$ cat src/rvs_pkg.sv
// ----------------------------------------------------------------------------
// rvs_pkg
// Shared types, opcodes, status codes and helpers for the RV64I step core.
// ----------------------------------------------------------------------------
`default_nettype none

package rvs_pkg;

  localparam int MEM_BYTES_DEF = 131072;

  // Major opcodes.
  localparam logic [6:0] OP_LUI    = 7'h37;
  localparam logic [6:0] OP_AUIPC  = 7'h17;
  localparam logic [6:0] OP_JAL    = 7'h6F;
  localparam logic [6:0] OP_JALR   = 7'h67;
  localparam logic [6:0] OP_BRANCH = 7'h63;
  localparam logic [6:0] OP_LOAD   = 7'h03;
  localparam logic [6:0] OP_STORE  = 7'h23;
  localparam logic [6:0] OP_IMM    = 7'h13;
  localparam logic [6:0] OP_IMMW   = 7'h1B;
  localparam logic [6:0] OP_REG    = 7'h33;
  localparam logic [6:0] OP_REGW   = 7'h3B;
  localparam logic [6:0] OP_SYSTEM = 7'h73;

  // Register numbers used by the exit call.
  localparam logic [4:0] REG_A7 = 5'd17;
  localparam logic [4:0] REG_A0 = 5'd10;
  localparam logic [63:0] EXIT_CALL = 64'd93;

  // Result status codes.
  localparam logic [2:0] STAT_OK      = 3'd0;
  localparam logic [2:0] STAT_HALT    = 3'd1;
  localparam logic [2:0] STAT_BADPC   = 3'd2;
  localparam logic [2:0] STAT_UNKNOWN = 3'd3;
  localparam logic [2:0] STAT_REJECT  = 3'd4;

  // Access size codes (log2 of the byte count).
  localparam logic [1:0] SZ_BYTE = 2'd0;
  localparam logic [1:0] SZ_WORD = 2'd2;

  typedef struct packed {
    logic        kind;
    logic [16:0] load_address;
    logic [7:0]  load_byte;
  } in_item_t;

  typedef struct packed {
    logic [2:0]         status;
    logic [63:0]        pc_after;
    logic               is_halted;
    logic signed [31:0] exit_value;
    logic               reg_written;
    logic [4:0]         reg_index;
    logic [63:0]        reg_value;
    logic [31:0]        tick_total;
  } out_item_t;

  typedef struct packed {
    logic        rd;
    logic        wr;
    logic [1:0]  size;
    logic [63:0] addr;
  } mem_req_t;

  typedef struct packed {
    logic        we;
    logic [4:0]  addr;
    logic [63:0] data;
  } rf_wr_t;

  typedef struct packed {
    logic        unknown;
    logic        halt;
    logic        exit_call;
    logic        is_load;
    logic        is_store;
    logic [1:0]  msize;
    logic        wr_en;
    logic [4:0]  rd;
    logic [63:0] value;
    logic [63:0] next_pc;
    logic [63:0] mem_addr;
  } exec_res_t;

  typedef enum logic [2:0] {
    ST_IDLE,
    ST_FETCH,
    ST_EXEC,
    ST_MEM,
    ST_DONE
  } state_t;

  // Extends load data according to funct3; data above the access is zero.
  function automatic logic [63:0] load_ext(input logic [2:0] f3, input logic [63:0] d);
    logic [63:0] r;
    case (f3)
      3'd0:    r = {{56{d[7]}}, d[7:0]};
      3'd1:    r = {{48{d[15]}}, d[15:0]};
      3'd2:    r = {{32{d[31]}}, d[31:0]};
      3'd3:    r = d;
      3'd4:    r = {56'd0, d[7:0]};
      3'd5:    r = {48'd0, d[15:0]};
      3'd6:    r = {32'd0, d[31:0]};
      default: r = 64'd0;
    endcase
    return r;
  endfunction

endpackage

`default_nettype wire

$ cat src/rvs_ram.sv
// ----------------------------------------------------------------------------
// rvs_ram
// Generic single-write, single-read RAM with a registered read port.
// ----------------------------------------------------------------------------
`default_nettype none

module rvs_ram #(
  parameter int WIDTH = 8,
  parameter int DEPTH = 16
) (
  input  wire logic                       clk,
  input  wire logic                       we,
  input  wire logic [$clog2(DEPTH)-1:0]   waddr,
  input  wire logic [WIDTH-1:0]           wdata,
  input  wire logic                       re,
  input  wire logic [$clog2(DEPTH)-1:0]   raddr,
  output logic      [WIDTH-1:0]           rdata
);

  logic [WIDTH-1:0] mem_r [DEPTH];
  logic [WIDTH-1:0] rdata_r;

  always_ff @(posedge clk) begin
    if (we) begin
      mem_r[waddr] <= wdata;
    end
    if (re) begin
      rdata_r <= mem_r[raddr];
    end
  end

  assign rdata = rdata_r;

endmodule

`default_nettype wire

$ cat src/rvs_rf.sv
// ----------------------------------------------------------------------------
// rvs_rf
// 32 x 64 register file as two RAM copies for two read ports, with valid
// bits that give the reset value for entries not yet written.
// ----------------------------------------------------------------------------
`default_nettype none

module rvs_rf #(
  parameter int MEM_BYTES = rvs_pkg::MEM_BYTES_DEF
) (
  input  wire logic             clk,
  input  wire logic             rst_n,
  input  wire logic             rd_en,
  input  wire logic [4:0]       rs1,
  input  wire logic [4:0]       rs2,
  input  wire rvs_pkg::rf_wr_t  wr,
  output logic      [63:0]      x1,
  output logic      [63:0]      x2
);

  localparam logic [63:0] SP_RESET = 64'(MEM_BYTES - 8);
  localparam logic [4:0]  REG_SP = 5'd2;

  logic [31:0] vld_r;
  logic [4:0]  q1_idx_r;
  logic [4:0]  q2_idx_r;
  logic        q1_vld_r;
  logic        q2_vld_r;
  logic [63:0] d1;
  logic [63:0] d2;

  rvs_ram #(.WIDTH(64), .DEPTH(32)) u_port1 (
    .clk(clk), .we(wr.we), .waddr(wr.addr), .wdata(wr.data),
    .re(rd_en), .raddr(rs1), .rdata(d1)
  );

  rvs_ram #(.WIDTH(64), .DEPTH(32)) u_port2 (
    .clk(clk), .we(wr.we), .waddr(wr.addr), .wdata(wr.data),
    .re(rd_en), .raddr(rs2), .rdata(d2)
  );

  always_ff @(posedge clk) begin
    if (!rst_n) begin
      vld_r <= '0;
    end else if (wr.we) begin
      vld_r[wr.addr] <= 1'b1;
    end
  end

  always_ff @(posedge clk) begin
    if (rd_en) begin
      q1_idx_r <= rs1;
      q2_idx_r <= rs2;
      q1_vld_r <= vld_r[rs1];
      q2_vld_r <= vld_r[rs2];
    end
  end

  assign x1 = q1_vld_r ? d1 : ((q1_idx_r == REG_SP) ? SP_RESET : 64'd0);
  assign x2 = q2_vld_r ? d2 : ((q2_idx_r == REG_SP) ? SP_RESET : 64'd0);

endmodule

`default_nettype wire

$ cat config.mk
export PLATFORM = sky130hd
export DESIGN_NAME = rvs_rf
export DESIGN_NICKNAME = d
export VERILOG_FILES = /design/src/rvs_pkg.sv /design/src/rvs_ram.sv /design/src/rvs_rf.sv
export SDC_FILE = /design/constraint.sdc
export NUM_CORES = 2
export LEC_CHECK = 0
export BUFFER_PORTS_ARGS = -buffer_cell sky130_fd_sc_hd__buf_2
export CORE_MARGIN = 5
export CORE_UTILIZATION = 48
export DETAILED_ROUTE_END_ITERATION = 7
export RECOVER_POWER = 100
export SYNTH_ARGS = -nofsm -noshare
export SYNTH_HDL_FRONTEND = slang
export SYNTH_SLANG_ARGS = --single-unit
$ cat constraint.sdc
create_clock -name clk -period 8.4 [get_ports clk]
set_clock_uncertainty 0.1 [all_clocks]
set_input_delay 2.1 -clock clk [delete_from_list [all_inputs] [get_ports clk]]
set_output_delay 2.1 -clock clk [all_outputs]
set_load 0.01 [all_outputs]
==> impl_metrics.tcl <==
set metrics [dict create \
    fin_hold_ws_ps 381 \
    routabilityCongestion 0.777 \
    cp.required_ps 8690 \
    synth_compound_area_share_pct 1.87 \
    synth_edf_count 2188 \
    wirelength_um 306000 \
    worst_ep_arrival_time_ps 7240 \
    ir_drop_uv 227 \
    post_cts_resized 0 \
    synth_area_um2 101000 \
    status "finished, violations left" \
    ctsRootBufferMaster "clkbuf_16" \
    viasPerCell 6.86 \
    grtUsageMet2_pct 45.3 \
    clock_sinks 2220 \
    yosysWarningCount 0 \
    synth_seq_cells 2220 \
    ys_types 33 \
    dieWidth_um 468 \
    yosysTopAreaCell "edfxtp_1" \
    grt_antenna_before_repair 25 \
    drc 0 \
    synth_simple_gate_area_share_pct 1.28 \
    clk_pin_slew_ps 60 \
    power_density_nw_per_um2 221 \
    synth_ff_type "edfxtp_1" \
    synthAdderAreaFrac_pct 0 \
    cts_buffers 231 \
    report.power.total_w 0.0248 \
    clock_latency_ps 870 \
    fmax_ghz 0.144 \
    p_leak_nw 35.2 \
    die_h_um 468 \
    min_period_over_period_pct 82.8 \
    drt_iter0_markers 7100 \
    dr.pass1.iters 6 \
    io_buffers 210 \
    post_drt_wl_per_cell_um 39.1 \
    grt_usage_pct 28.0 \
    post_cts_buffers 0 \
    grt_pass1_vias 54861 \
    async_flop_share_pct 0 \
    synth_top_area_share_pct 65.3 \
    tightest_slew_ps 5650 \
    synth.mux.area_fraction_pct 29.2 \
    vias 53695 \
    antenna_left 0 \
    grt_pass1_wl_um 429000 \
    synth_commonest_cells "edfxtp_1, mux4_2, mux2i_1" \
    dpl_cell_area_um2 105000 \
    syn_avg_cell_area_um2 21.9 \
    rows 168 \
    final_area_um2 112000 \
    startpoint_type "primary input" \
    rsz0062_at_grt "no" \
    clockBufferDepth 3 \
    critPathCaptureType "flip-flop" \
    failed_checks "max-capacitance violations, max-slew violations" \
    synth_top_family_by_area "multiplexers" \
    maxCapViolations 67 \
    drive_gt1_share_pct 36.7 \
    setup_viol 0 \
    overflow 0 \
    crit_fanout 55 \
    hpwl_um 154000 \
    syn-instance-count 4595 \
    initial_core_util_pct 48.1 \
    fin_setup_tns_ps 0 \
    post-route-min-period_ps 6960 \
    die_area_um2 219000 \
    synth.area.top_cells "edfxtp_1, mux4_2, mux2_2, mux2i_1, buf_2" \
    synth_most_common_cell "edfxtp_1" \
    fin_nets 4885 \
    critical_path_class "primary input to flip-flop" \
    htree_levels 4 \
    final_max_slew_viol_count 2326 \
    ys_seq_area_share_pct 66.0 \
    yosys.area_share.xor_xnor_pct 0 \
    io_pins 211 \
    syn_nets 4678 \
    gr-usage-met1_pct 39.9 \
    slew_headroom_pct -277 \
    tritoncts "built" \
    grt_use_met3_pct 4.72 \
    hold_class "flip-flop to flip-flop" \
    hold_violations 0 \
    hold_buffers 0 \
    design.core.area_um2 209000 \
    area_growth_syn_to_layout_pct 11.6 \
    grt_busiest_layer "met2" \
    grt_max_degree 109 \
]
-- sequential cells by signal, indices dropped and copies added (netlist names) --
name	flops
q2_vld_r	1
vld_r	32
q1_idx_r	5
u_port2.mem_r	1984
u_port2.rdata	64
u_port1.rdata	64
q2_idx_r	5
q1_vld_r	1
u_port1.mem_r	64
-- worst paths after layout --
check | startpoint | end | slack, ps | depth (start not counted)
worst max register to register | u_port2.mem_r[7][62] | u_port2.rdata[62] | 6290 | 3
worst max-delay path | wr[64] | u_port2.mem_r[31][13] | 1440 | 4
worst min register to register | vld_r[22] | vld_r[22] | 380 | 1
worst min-delay path | vld_r[22] | vld_r[22] | 380 | 1
-- layout make-up --
class,count,area [µm²]
Clock inverter,142,1470
Timing Repair Buffer,329,2060
Multi-Input combinational cell,2020,32700
Antenna cell,17,42.5
Tap cell,2805,3510
Clock buffer,295,6200
Sequential cell,2220,66300
Fill cell,16009,96800
-- worst max-delay path: stages --
cell	delay (ps)
clkbuf_1	150
nand3_1	550
nor2_1	1740
clkbuf_2	2570
-- through the flow --
step	std cells	util [%]	setup slack, ps
2_1_floorplan	4595	-	2340
3_3_place_gp	7374	50.4	3110
3_5_place_dp	7374	50.4	3100
4_1_cts	7811	54.0	2880
5_1_grt	7820	53.7	1450
6_report	7828	53.7	1440
-- metal layers --
layer / wire length (µm) / share of wire [%] / up-vias
met3: 26200 / 8.6 / 500
li1: - / - / 20663
met1: 122000 / 40 / 29591
met5: 47 / 0.015 / -
met4: 9040 / 3.0 / 6
met2: 148000 / 48 / 2935
-- power by group --
group	switching (W)	internal (W)	leakage, nW
Sequential	0.0000919	0.0124	20.1
Combinational	0.00108	0.000849	11.4
Clock	0.00434	0.00607	3.75
Total	0.00551	0.0193	35.2
-- cells by family after synthesis --
group / count (synthesis)
buf+inv: 355
simple gates: 245
compound gates: 260
mux: 1515
flops: 2220
-- placed cells by master, fill, tap and decap left out, drive strengths merged --
| cell | netlist | final |
|---|---|---|
| edfxtp | 2188 | 2188 |
| mux4 | 1118 | 1118 |
| clkbuf | 128 | 480 |
| mux2i | 203 | 203 |
| mux2 | 194 | 194 |
| buf | 227 | 144 |
| and2 | 102 | 102 |
| clkinv | 0 | 100 |
| o22ai | 71 | 71 |
| nand2 | 63 | 63 |
| a221oi | 46 | 46 |
| nor2 | 41 | 41 |
| o21a | 32 | 32 |
| dfxtp | 32 | 32 |
| bufinv | 0 | 29 |
| a21oi | 25 | 25 |
| a221o | 22 | 22 |
| nor2b | 22 | 22 |
| a211oi | 18 | 18 |
| diode | 0 | 17 |
| o21ai | 17 | 17 |
| a21o | 12 | 12 |
| a21boi | 9 | 9 |
| o22a | 8 | 8 |
| clkinvlp | 0 | 8 |
| nand3b | 5 | 5 |
| inv | 0 | 5 |
| nand2b | 4 | 4 |
| nor4b | 2 | 2 |
| nand3 | 2 | 2 |
| or2 | 2 | 2 |
| or3b | 1 | 1 |
| or3 | 1 | 1 |
(Power assumes the default switching activity.)
